`src/rtl/lsmt_pkg.sv`:
```
// ----------------------------------------------------------------------------
// lsmt_pkg
// Types and constants shared by the LCD scan mode timer modules.
// ----------------------------------------------------------------------------
package lsmt_pkg;

	typedef enum logic [1:0] {
		KIND_TICK  = 2'd0,
		KIND_WRITE = 2'd1,
		KIND_READ  = 2'd2
	} kind_t;

	typedef enum logic [1:0] {
		MODE_HBLANK = 2'd0,
		MODE_VBLANK = 2'd1,
		MODE_SEARCH = 2'd2,
		MODE_RENDER = 2'd3
	} mode_t;

	localparam logic [3:0] OFF_CONTROL  = 4'd0;
	localparam logic [3:0] OFF_STATUS   = 4'd1;
	localparam logic [3:0] OFF_SCROLL_Y = 4'd2;
	localparam logic [3:0] OFF_SCROLL_X = 4'd3;
	localparam logic [3:0] OFF_LINE     = 4'd4;
	localparam logic [3:0] OFF_LINE_CMP = 4'd5;
	localparam logic [3:0] OFF_BG_PAL   = 4'd7;
	localparam logic [3:0] OFF_OBJ_PAL0 = 4'd8;
	localparam logic [3:0] OFF_OBJ_PAL1 = 4'd9;
	localparam logic [3:0] OFF_WIN_Y    = 4'd10;
	localparam logic [3:0] OFF_WIN_X    = 4'd11;

	localparam logic [8:0] DOTS_PER_TICK = 9'd4;
	localparam logic [8:0] DOTS_SEARCH   = 9'd80;
	localparam logic [8:0] DOTS_RENDER   = 9'd172;
	localparam logic [8:0] DOTS_HBLANK   = 9'd204;
	localparam logic [8:0] DOTS_LINE     = 9'd456;

	localparam int CTRL_ON_BIT     = 7;
	localparam int ST_CMP_FLAG_BIT = 2;
	localparam int ST_EN_HBLANK    = 3;
	localparam int ST_EN_VBLANK    = 4;
	localparam int ST_EN_SEARCH    = 5;
	localparam int ST_EN_CMP       = 6;
	localparam logic [7:0] ST_ENABLES = 8'h78;
	localparam logic [7:0] READ_UNKNOWN = 8'hFF;

	typedef struct packed {
		kind_t      kind;
		logic [3:0] reg_offset;
		logic [7:0] write_data;
	} item_t;

	typedef struct packed {
		logic       frame_done;
		logic       line_done;
		logic       vblank_irq;
		logic       stat_irq;
		logic [7:0] line_number;
		logic [1:0] lcd_mode;
		logic       access_error;
		logic [7:0] read_data;
	} result_t;

endpackage

```
`src/rtl/lcd_scan_mode_timer.sv`:
```
// ----------------------------------------------------------------------------
// lcd_scan_mode_timer
// Mode and status timing of a four-mode LCD scan controller.
// ----------------------------------------------------------------------------
// Slave stream: each transaction is a tick of four dots, a register write or
// a register read (kind in s_tuser). Master stream: one result transaction
// per input, carrying read data, error flag, mode, line number and the
// interrupt and strobe pulses caused by that input.
// A transaction is held in the input register and then evaluated into the
// result register, which drives m_*. Throughput: one transaction per cycle
// while m_tready is high; the timer and register window are evaluated
// combinationally between the two registers.
// Reset clears the valid flags and the engine registers; the display is off and the mode is hblank.
// When m_tready is low the result register holds, the input register keeps
// one more transaction, and s_tready drops once both are full.
// ----------------------------------------------------------------------------
module lcd_scan_mode_timer #(
	parameter int VISIBLE_LINES = 144,
	parameter int TOTAL_LINES   = 154
) (
	input  logic        clk,
	input  logic        arst_n,
	input  logic        s_tvalid,
	output logic        s_tready,
	input  logic [15:0] s_tdata,   // reg_offset[3:0], write_data[11:4], zero pad
	input  logic [1:0]  s_tuser,   // kind[1:0]
	output logic        m_tvalid,
	input  logic        m_tready,
	// read_data[7:0], access_error[8], lcd_mode[10:9], line_number[18:11],
	// stat_irq[19], vblank_irq[20], line_done[21], frame_done[22], zero pad
	output logic [23:0] m_tdata
);
	import lsmt_pkg::*;

	item_t   item_s1;
	logic    vld_s1;
	result_t res_s2, res_d;
	logic    vld_s2;
	logic    adv;

	assign adv      = vld_s1 && (!vld_s2 || m_tready);
	assign s_tready = !vld_s1 || adv;

	always_ff @(posedge clk or negedge arst_n) begin
		if (!arst_n) begin
			vld_s1 <= 1'b0;
		end else if (s_tready) begin
			vld_s1 <= s_tvalid;
		end
	end

	always_ff @(posedge clk) begin
		if (s_tvalid && s_tready) begin
			item_s1 <= '{kind: kind_t'(s_tuser), reg_offset: s_tdata[3:0],
				write_data: s_tdata[11:4]};
		end
	end

	lsmt_engine #(
		.VISIBLE_LINES(VISIBLE_LINES),
		.TOTAL_LINES  (TOTAL_LINES)
	) u_engine (
		.clk   (clk),
		.arst_n(arst_n),
		.fire  (adv),
		.item  (item_s1),
		.res   (res_d)
	);

	always_ff @(posedge clk or negedge arst_n) begin
		if (!arst_n) begin
			vld_s2 <= 1'b0;
		end else if (adv) begin
			vld_s2 <= 1'b1;
		end else if (m_tready) begin
			vld_s2 <= 1'b0;
		end
	end

	always_ff @(posedge clk) begin
		if (adv) begin
			res_s2 <= res_d;
		end
	end

	assign m_tvalid = vld_s2;
	assign m_tdata  = {1'b0, res_s2};

	a_frame_in_vblank: assert property (@(posedge clk) disable iff (!arst_n)
		vld_s2 && res_s2.frame_done |->
			res_s2.vblank_irq && res_s2.lcd_mode == MODE_VBLANK)
		else $error("frame done outside vblank entry");

	a_line_done_mode: assert property (@(posedge clk) disable iff (!arst_n)
		vld_s2 && res_s2.line_done |->
			res_s2.lcd_mode == MODE_SEARCH || res_s2.lcd_mode == MODE_VBLANK)
		else $error("line done with wrong next mode");

	a_s1_hold: assert property (@(posedge clk) disable iff (!arst_n)
		vld_s1 && !adv |=> vld_s1 && $stable(item_s1))
		else $error("input register lost a pending transaction");

endmodule

```
`src/rtl/lsmt_engine.sv`:
```
// ----------------------------------------------------------------------------
// lsmt_engine
// Register window and line/mode timer; applies one transaction per fire.
// ----------------------------------------------------------------------------
module lsmt_engine #(
	parameter int VISIBLE_LINES = 144,
	parameter int TOTAL_LINES   = 154
) (
	input  logic             clk,
	input  logic             arst_n,
	input  logic             fire,
	input  lsmt_pkg::item_t  item,
	output lsmt_pkg::result_t res
);
	import lsmt_pkg::*;

	localparam logic [7:0] VIS_LINE = 8'(VISIBLE_LINES);
	localparam logic [7:0] TOT_LINE = 8'(TOTAL_LINES);

	logic [8:0] dot_q, dot_d;
	logic [7:0] line_q, line_d;
	logic [7:0] ctrl_q, ctrl_d;
	logic [7:0] status_q, status_d;
	logic [7:0] cmp_q, cmp_d;
	logic [7:0] scy_q, scy_d;
	logic [7:0] scx_q, scx_d;
	logic [7:0] bgp_q, bgp_d;
	logic [7:0] obp0_q, obp0_d;
	logic [7:0] obp1_q, obp1_d;
	logic [7:0] wy_q, wy_d;
	logic [7:0] wx_q, wx_d;
	logic [8:0] dt;
	mode_t      mode, nmode;

	always_comb begin
		dot_d    = dot_q;
		line_d   = line_q;
		ctrl_d   = ctrl_q;
		status_d = status_q;
		cmp_d    = cmp_q;
		scy_d    = scy_q;
		scx_d    = scx_q;
		bgp_d    = bgp_q;
		obp0_d   = obp0_q;
		obp1_d   = obp1_q;
		wy_d     = wy_q;
		wx_d     = wx_q;
		res      = '0;
		mode     = mode_t'(status_q[1:0]);
		nmode    = mode;
		dt       = dot_q + DOTS_PER_TICK;
		case (item.kind)
			KIND_TICK: begin
				if (ctrl_q[CTRL_ON_BIT]) begin
					unique case (mode)
						MODE_SEARCH: begin
							if (dt == DOTS_PER_TICK && status_q[ST_EN_CMP] && cmp_q == line_q)
								res.stat_irq = 1'b1;
							if (dt >= DOTS_SEARCH) begin
								nmode = MODE_RENDER;
								dt    = '0;
							end
						end
						MODE_RENDER: begin
							if (dt >= DOTS_RENDER) begin
								nmode = MODE_HBLANK;
								dt    = '0;
								res.stat_irq = status_q[ST_EN_HBLANK];
							end
						end
						MODE_HBLANK: begin
							if (dt >= DOTS_HBLANK) begin
								res.line_done = 1'b1;
								dt     = '0;
								line_d = line_q + 8'd1;
								if (line_d == VIS_LINE) begin
									nmode = MODE_VBLANK;
									res.vblank_irq = 1'b1;
									res.frame_done = 1'b1;
									res.stat_irq   = status_q[ST_EN_VBLANK];
								end else begin
									nmode = MODE_SEARCH;
									res.stat_irq = status_q[ST_EN_SEARCH];
								end
							end
						end
						MODE_VBLANK: begin
							if (dt >= DOTS_LINE) begin
								dt     = '0;
								line_d = line_q + 8'd1;
								if (line_d == TOT_LINE || line_d == 8'd0) begin
									line_d = '0;
									nmode  = MODE_SEARCH;
									res.stat_irq = status_q[ST_EN_SEARCH];
								end
							end
						end
						default: ;
					endcase
					dot_d    = dt;
					status_d = {status_q[7:3], line_d == cmp_q, nmode};
				end
			end
			KIND_WRITE: begin
				unique case (item.reg_offset)
					OFF_CONTROL: begin
						if (ctrl_q[CTRL_ON_BIT] && !item.write_data[CTRL_ON_BIT]) begin
							dot_d    = '0;
							line_d   = '0;
							status_d = {status_q[7:2], MODE_SEARCH};
						end
						ctrl_d = item.write_data;
					end
					OFF_STATUS:
						status_d = (status_q & ~ST_ENABLES) | (item.write_data & ST_ENABLES);
					OFF_SCROLL_Y: scy_d  = item.write_data;
					OFF_SCROLL_X: scx_d  = item.write_data;
					OFF_LINE_CMP: cmp_d  = item.write_data;
					OFF_BG_PAL:   bgp_d  = item.write_data;
					OFF_OBJ_PAL0: obp0_d = item.write_data;
					OFF_OBJ_PAL1: obp1_d = item.write_data;
					OFF_WIN_Y:    wy_d   = item.write_data;
					OFF_WIN_X:    wx_d   = item.write_data;
					default:      res.access_error = 1'b1;
				endcase
			end
			KIND_READ: begin
				unique case (item.reg_offset)
					OFF_CONTROL:  res.read_data = ctrl_q;
					OFF_STATUS:   res.read_data = status_q;
					OFF_SCROLL_Y: res.read_data = scy_q;
					OFF_SCROLL_X: res.read_data = scx_q;
					OFF_LINE:     res.read_data = line_q;
					OFF_LINE_CMP: res.read_data = cmp_q;
					OFF_BG_PAL:   res.read_data = bgp_q;
					OFF_OBJ_PAL0: res.read_data = obp0_q;
					OFF_OBJ_PAL1: res.read_data = obp1_q;
					OFF_WIN_Y:    res.read_data = wy_q;
					OFF_WIN_X:    res.read_data = wx_q;
					default: begin
						res.read_data    = READ_UNKNOWN;
						res.access_error = 1'b1;
					end
				endcase
			end
			default: ;
		endcase
		res.lcd_mode    = status_d[1:0];
		res.line_number = line_d;
	end

	always_ff @(posedge clk or negedge arst_n) begin
		if (!arst_n) begin
			dot_q    <= '0;
			line_q   <= '0;
			ctrl_q   <= '0;
			status_q <= '0;
			cmp_q    <= '0;
			scy_q    <= '0;
			scx_q    <= '0;
			bgp_q    <= '0;
			obp0_q   <= '0;
			obp1_q   <= '0;
			wy_q     <= '0;
			wx_q     <= '0;
		end else if (fire) begin
			dot_q    <= dot_d;
			line_q   <= line_d;
			ctrl_q   <= ctrl_d;
			status_q <= status_d;
			cmp_q    <= cmp_d;
			scy_q    <= scy_d;
			scx_q    <= scx_d;
			bgp_q    <= bgp_d;
			obp0_q   <= obp0_d;
			obp1_q   <= obp1_d;
			wy_q     <= wy_d;
			wx_q     <= wx_d;
		end
	end

endmodule
```
`config.mk`:
```
export PLATFORM = sky130hd
export DESIGN_NAME = lcd_scan_mode_timer
export DESIGN_NICKNAME = d
export VERILOG_FILES = /design/src/rtl/lsmt_pkg.sv /design/src/rtl/lcd_scan_mode_timer.sv /design/src/rtl/lsmt_engine.sv
export SDC_FILE = /design/constraint.sdc
export NUM_CORES = 1
export LEC_CHECK = 0
export BUFFER_PORTS_ARGS = -buffer_cell sky130_fd_sc_hd__buf_2
export CAP_MARGIN = 20
export CORE_ASPECT_RATIO = 1.25
export CORE_MARGIN = 5
export CORE_UTILIZATION = 55
export CTS_CLUSTER_SIZE = 10
export DETAILED_ROUTE_END_ITERATION = 12
export HOLD_SLACK_MARGIN = 0.06
export PLACE_DENSITY = 0.8
export SYNTH_ARGS = -nofsm -noshare
export SYNTH_HDL_FRONTEND = slang
export SYNTH_SLANG_ARGS = --single-unit
```
`constraint.sdc`:
```
create_clock -name clk -period 4.2 [get_ports clk]
set_clock_uncertainty 0.05 [all_clocks]
set_input_delay 0.84 -clock clk [delete_from_list [all_inputs] [get_ports clk]]
set_output_delay 0.84 -clock clk [all_outputs]
set_load 0.01 [all_outputs]
```
==> impl_metrics.xml <==
<?xml version="1.0" encoding="UTF-8"?>
<metrics>
  <group name="final_layout">
    <metric name="area_taken_by_multi_input_logic_gates" unit="um^2">3545</metric>
    <metric name="fin_nets" unit="">754</metric>
    <metric name="areaGrowthSynthToFinish" unit="%">12.42</metric>
    <metric name="area.sequential" unit="um^2">3508</metric>
    <metric name="antennaDiodeCount" unit="">0</metric>
    <metric name="fillers" unit="">1061</metric>
    <metric name="final_layout_size_suffix_gt1_frac" unit="">0.2554</metric>
  </group>
  <group name="grt">
    <metric name="grt_pass1_wl" unit="um">31820</metric>
    <metric name="grt.overflow.total" unit="">0</metric>
    <metric name="grt_antenna_before_repair" unit="">0</metric>
    <metric name="grt_pass1_vias" unit="">5833</metric>
    <metric name="pin_count_of_the_biggest_net_entering_global_routing" unit="">40</metric>
    <metric name="groute.usage.overall" unit="">0.2576</metric>
  </group>
  <group name="critical_path">
    <metric name="critical_path.max_fanout" unit="">12</metric>
    <metric name="rr_worst_depth" unit="">10</metric>
    <metric name="r2r_slack" unit="ns">0.44</metric>
    <metric name="worstPathRequired" unit="ns">4.47</metric>
    <metric name="crit_path_class" unit="">reg2reg</metric>
    <metric name="cp_data_arrival_time" unit="ns">4.03</metric>
    <metric name="crit_path_end_kind" unit="">register</metric>
    <metric name="setup.worst_path.start_class" unit="">register</metric>
  </group>
  <group name="run_status">
    <metric name="outcome" unit="">completed</metric>
  </group>
  <group name="timing">
    <metric name="postLayoutSetupSlackWorst" unit="ns">0.4359</metric>
    <metric name="worstMarginPinSlew" unit="ns">1.046</metric>
    <metric name="report.final.hold_viol_count" unit="">0</metric>
    <metric name="report.final.slew_viol_count" unit="">0</metric>
    <metric name="grt_setup_unrepaired" unit="">no</metric>
    <metric name="fin_crit_sh" unit="">0.8962</metric>
    <metric name="max_slew_margin" unit="">0.2975</metric>
    <metric name="report.final.setup_viol" unit="">0</metric>
    <metric name="setup_total_negative_slack" unit="ns">0</metric>
    <metric name="max_freq" unit="MHz">265.7</metric>
    <metric name="layout_min_cycle_time" unit="ns">3.764</metric>
  </group>
  <group name="floorplan">
    <metric name="rows" unit="">47</metric>
    <metric name="fp.dieH" unit="um">139.5</metric>
    <metric name="floorplan.initialDensity" unit="">0.5574</metric>
    <metric name="floorplan.die_area" unit="um^2">15840</metric>
    <metric name="floorplan.io_pins" unit="">48</metric>
    <metric name="fp.dieW" unit="um">113.6</metric>
    <metric name="core_area" unit="um^2">13230</metric>
  </group>
  <group name="placed_design">
    <metric name="gp_congestion" unit="">0.9884</metric>
    <metric name="post-dp-hpwl" unit="um">13840</metric>
    <metric name="dp_slack" unit="ns">0.5923</metric>
    <metric name="port_buffers" unit="">42</metric>
  </group>
  <group name="clock_network">
    <metric name="tritoncts.num_buffers" unit="">17</metric>
    <metric name="clk_pin_slew_worst_paths" unit="ns">0.06</metric>
    <metric name="cts-root-to-sink-buffers" unit="">2</metric>
    <metric name="cts_htree_levels" unit="">4</metric>
    <metric name="cts-resized-gates" unit="">0</metric>
    <metric name="clock-sinks" unit="">133</metric>
    <metric name="holdBufCountCts" unit="">0</metric>
    <metric name="clk_root_buffer_cell" unit="">sky130_fd_sc_hd__clkbuf_16</metric>
    <metric name="postCtsSetupBuffers" unit="">0</metric>
    <metric name="tritoncts" unit="">built</metric>
    <metric name="clock_insertion_delay_worst_skew" unit="ns">0.41</metric>
  </group>
  <group name="logic_synthesis">
    <metric name="postSynthRegisterBits" unit="">133</metric>
    <metric name="syn_nets" unit="">723</metric>
    <metric name="synth_edf_count" unit="">36</metric>
    <metric name="synth_flop_cell" unit="">sky130_fd_sc_hd__dfrtp_1</metric>
    <metric name="yosys.area_share.xor_xnor" unit="">0.02019</metric>
    <metric name="post_synth_fa_ha_maj_area_fraction" unit="">0.01527</metric>
    <metric name="synth_simple_gate_area_share" unit="">0.1274</metric>
    <metric name="synth_area_in_compound_gates" unit="">0.1666</metric>
    <metric name="synth-warning-count" unit="">0</metric>
    <metric name="yosysSeqAreaShare" unit="">0.4757</metric>
    <metric name="post_synth_num_cell_types" unit="">77</metric>
    <metric name="mappedNetlistArea" unit="um^2">7375</metric>
    <metric name="avgSynthCellArea" unit="um^2">10.66</metric>
    <metric name="netlist_instances" unit="">692</metric>
    <metric name="synthMuxAreaShare" unit="">0.1507</metric>
    <metric name="async_reset_ff_frac" unit="">0.7293</metric>
    <metric name="dominant_combinational_cell_family_by_area_after_synthesis" unit="">compound AO/OA/AOI/OAI gates</metric>
  </group>
  <group name="drt">
    <metric name="drt.antenna.violating_nets" unit="">0</metric>
    <metric name="route.detailed.drc" unit="">0</metric>
    <metric name="route.vias.total" unit="">5857</metric>
    <metric name="drt-vias-per-instance" unit="">6.458</metric>
    <metric name="drt_first_pass_iters" unit="">5</metric>
    <metric name="initialDrtViolationCount" unit="">483</metric>
    <metric name="average_routed_wire_per_standard_cell" unit="um">21.60</metric>
    <metric name="routed_wirelength" unit="um">19590</metric>
  </group>
  <group name="power">
    <metric name="pwr_density_cell" unit="nW/um^2">415.1</metric>
    <metric name="worst_ir_drop_vdd" unit="mV">0.3291</metric>
    <metric name="power.static_leakage" unit="nW">3.489</metric>
  </group>
  <group name="worst_hold_path">
    <metric name="holdCritPathClass" unit="">in2async</metric>
  </group>
  <group name="flow_run">
    <metric name="max-cap-violations" unit="">0</metric>
  </group>
</metrics>
cells in the final DEF, fill, tap and decap left out, types with 21 or more instances in the layout:
cell type	netlist	final
sky130_fd_sc_hd__a21oi_1	23	23
sky130_fd_sc_hd__buf_2	5	41
sky130_fd_sc_hd__buf_4	4	21
sky130_fd_sc_hd__dfrtp_1	97	97
sky130_fd_sc_hd__edfxtp_1	36	36
sky130_fd_sc_hd__mux2_2	86	86
sky130_fd_sc_hd__nand2_1	51	51
sky130_fd_sc_hd__nor2_1	49	49
sky130_fd_sc_hd__o21ai_0	50	50
sequential cells by signal, indices dropped and copies added (netlist names), 7 cells and up:
| register | flops |
|---|---|
| m_tdata | 22 |
| item_s1 | 14 |
| u_engine.bgp_q | 8 |
| u_engine.cmp_q | 8 |
| u_engine.ctrl_q | 8 |
| u_engine.line_q | 8 |
| u_engine.obp0_q | 8 |
| u_engine.obp1_q | 8 |
| u_engine.scx_q | 8 |
| u_engine.scy_q | 8 |
| u_engine.status_q | 8 |
| u_engine.wx_q | 8 |
| u_engine.wy_q | 8 |
| u_engine.dot_q | 7 |
logic make-up (layout without fill, tap and decap cells):
kind of cell    Yosys count  in the layout
mux                      99             99
buf+inv                  66            110
simple gates            191            191
other cells               1              1
flops                   133            133
fa+ha+maj                 9              9
compound gates          176            176
xor+xnor                 17             17
per-layer routing:
layer / vias to the layer above / part of all wire / GRT usage
met3: 73 / 0.070 / 0.05254
li1: 2635 / - / -
met2: 301 / 0.50 / 0.4251
met5: - / 0 / 0
met1: 2848 / 0.37 / 0.3083
met4: 0 / 0.056 / 0.1538
path summary, 6_finish.rpt:
kind / start / endpoint
max in group asynchronous: arst_n / u_engine.scx_q[6]$_DFFE_PN0P_
max: u_engine.dot_q[3]$_DFFE_PN0P_ / u_engine.status_q[2]$_DFFE_PN0P_
min in group clk: u_engine.status_q[7]$_DFFE_PN0P_ / u_engine.status_q[7]$_DFFE_PN0P_
min reg2reg: u_engine.status_q[7]$_DFFE_PN0P_ / u_engine.status_q[7]$_DFFE_PN0P_
min: arst_n / u_engine.dot_q[6]$_DFFE_PN0P_
max reg2reg: u_engine.dot_q[3]$_DFFE_PN0P_ / u_engine.status_q[2]$_DFFE_PN0P_
area by class of cell:
| class | instances | share of cell area |
|---|---|---|
| flip-flops and latches | 133 | 0.4232 |
| clock inverters | 12 | 0.01856 |
| well taps | 171 | 0.02581 |
| repair buffers | 62 | 0.04377 |
| clock buffers | 20 | 0.05388 |
| inverters | 16 | 0.007244 |
| multi-input cells | 493 | 0.4276 |
Yosys cell counts, drive strengths merged (15+ instances only):
cell / n / share of area
dfrtp: 97 / 0.33
mux2: 86 / 0.13
nand2: 51 / 0.026
o21ai: 50 / 0.034
nor2: 49 / 0.025
edfxtp: 36 / 0.15
clkbuf: 31 / 0.016
a21oi: 24 / 0.017
buf: 17 / 0.016
nand3: 17 / 0.012
nor3: 17 / 0.012
inv: 15 / 0.0076
power by group:
group | switching (mW) | leakage [nW] | internal [mW] | total, mW
Combinational | 0.197 | 1.54 | 0.177 | 0.374
Clock | 0.548 | 0.288 | 0.949 | 1.50
Sequential | 0.106 | 1.66 | 1.47 | 1.57
worst max-delay path: stages (launching register included):
cell and delay, ns:
sky130_fd_sc_hd__dfrtp_1 0.51, sky130_fd_sc_hd__ha_1 0.45, sky130_fd_sc_hd__and4b_2 0.29, sky130_fd_sc_hd__o21ai_0 0.22
sky130_fd_sc_hd__a21bo_1 0.39, sky130_fd_sc_hd__a221oi_4 0.58, sky130_fd_sc_hd__a21oi_2 0.11, sky130_fd_sc_hd__a211o_1 0.30
sky130_fd_sc_hd__a2111oi_1 0.37, sky130_fd_sc_hd__o2111ai_1 0.18, sky130_fd_sc_hd__o31ai_2 0.21
per-stage QoR:
stage | area [um^2] | cells | util | hold slack (ns) | power, mW
after floorplan | 7375 | 692 | - | 0.3788 | 1.818
after global placement | 7690 | 875 | 0.5812 | 0.3196 | 1.934
after CTS | 8290 | 907 | 0.6266 | 0.3315 | 3.459
after global routing | 8290 | 907 | 0.6266 | 0.3339 | 3.579
final | 8290 | 907 | 0.6266 | 0.3318 | 3.442
after detailed placement | 7690 | 875 | 0.5812 | 0.3181 | 1.960
Power figures use the tool's default switching activity.
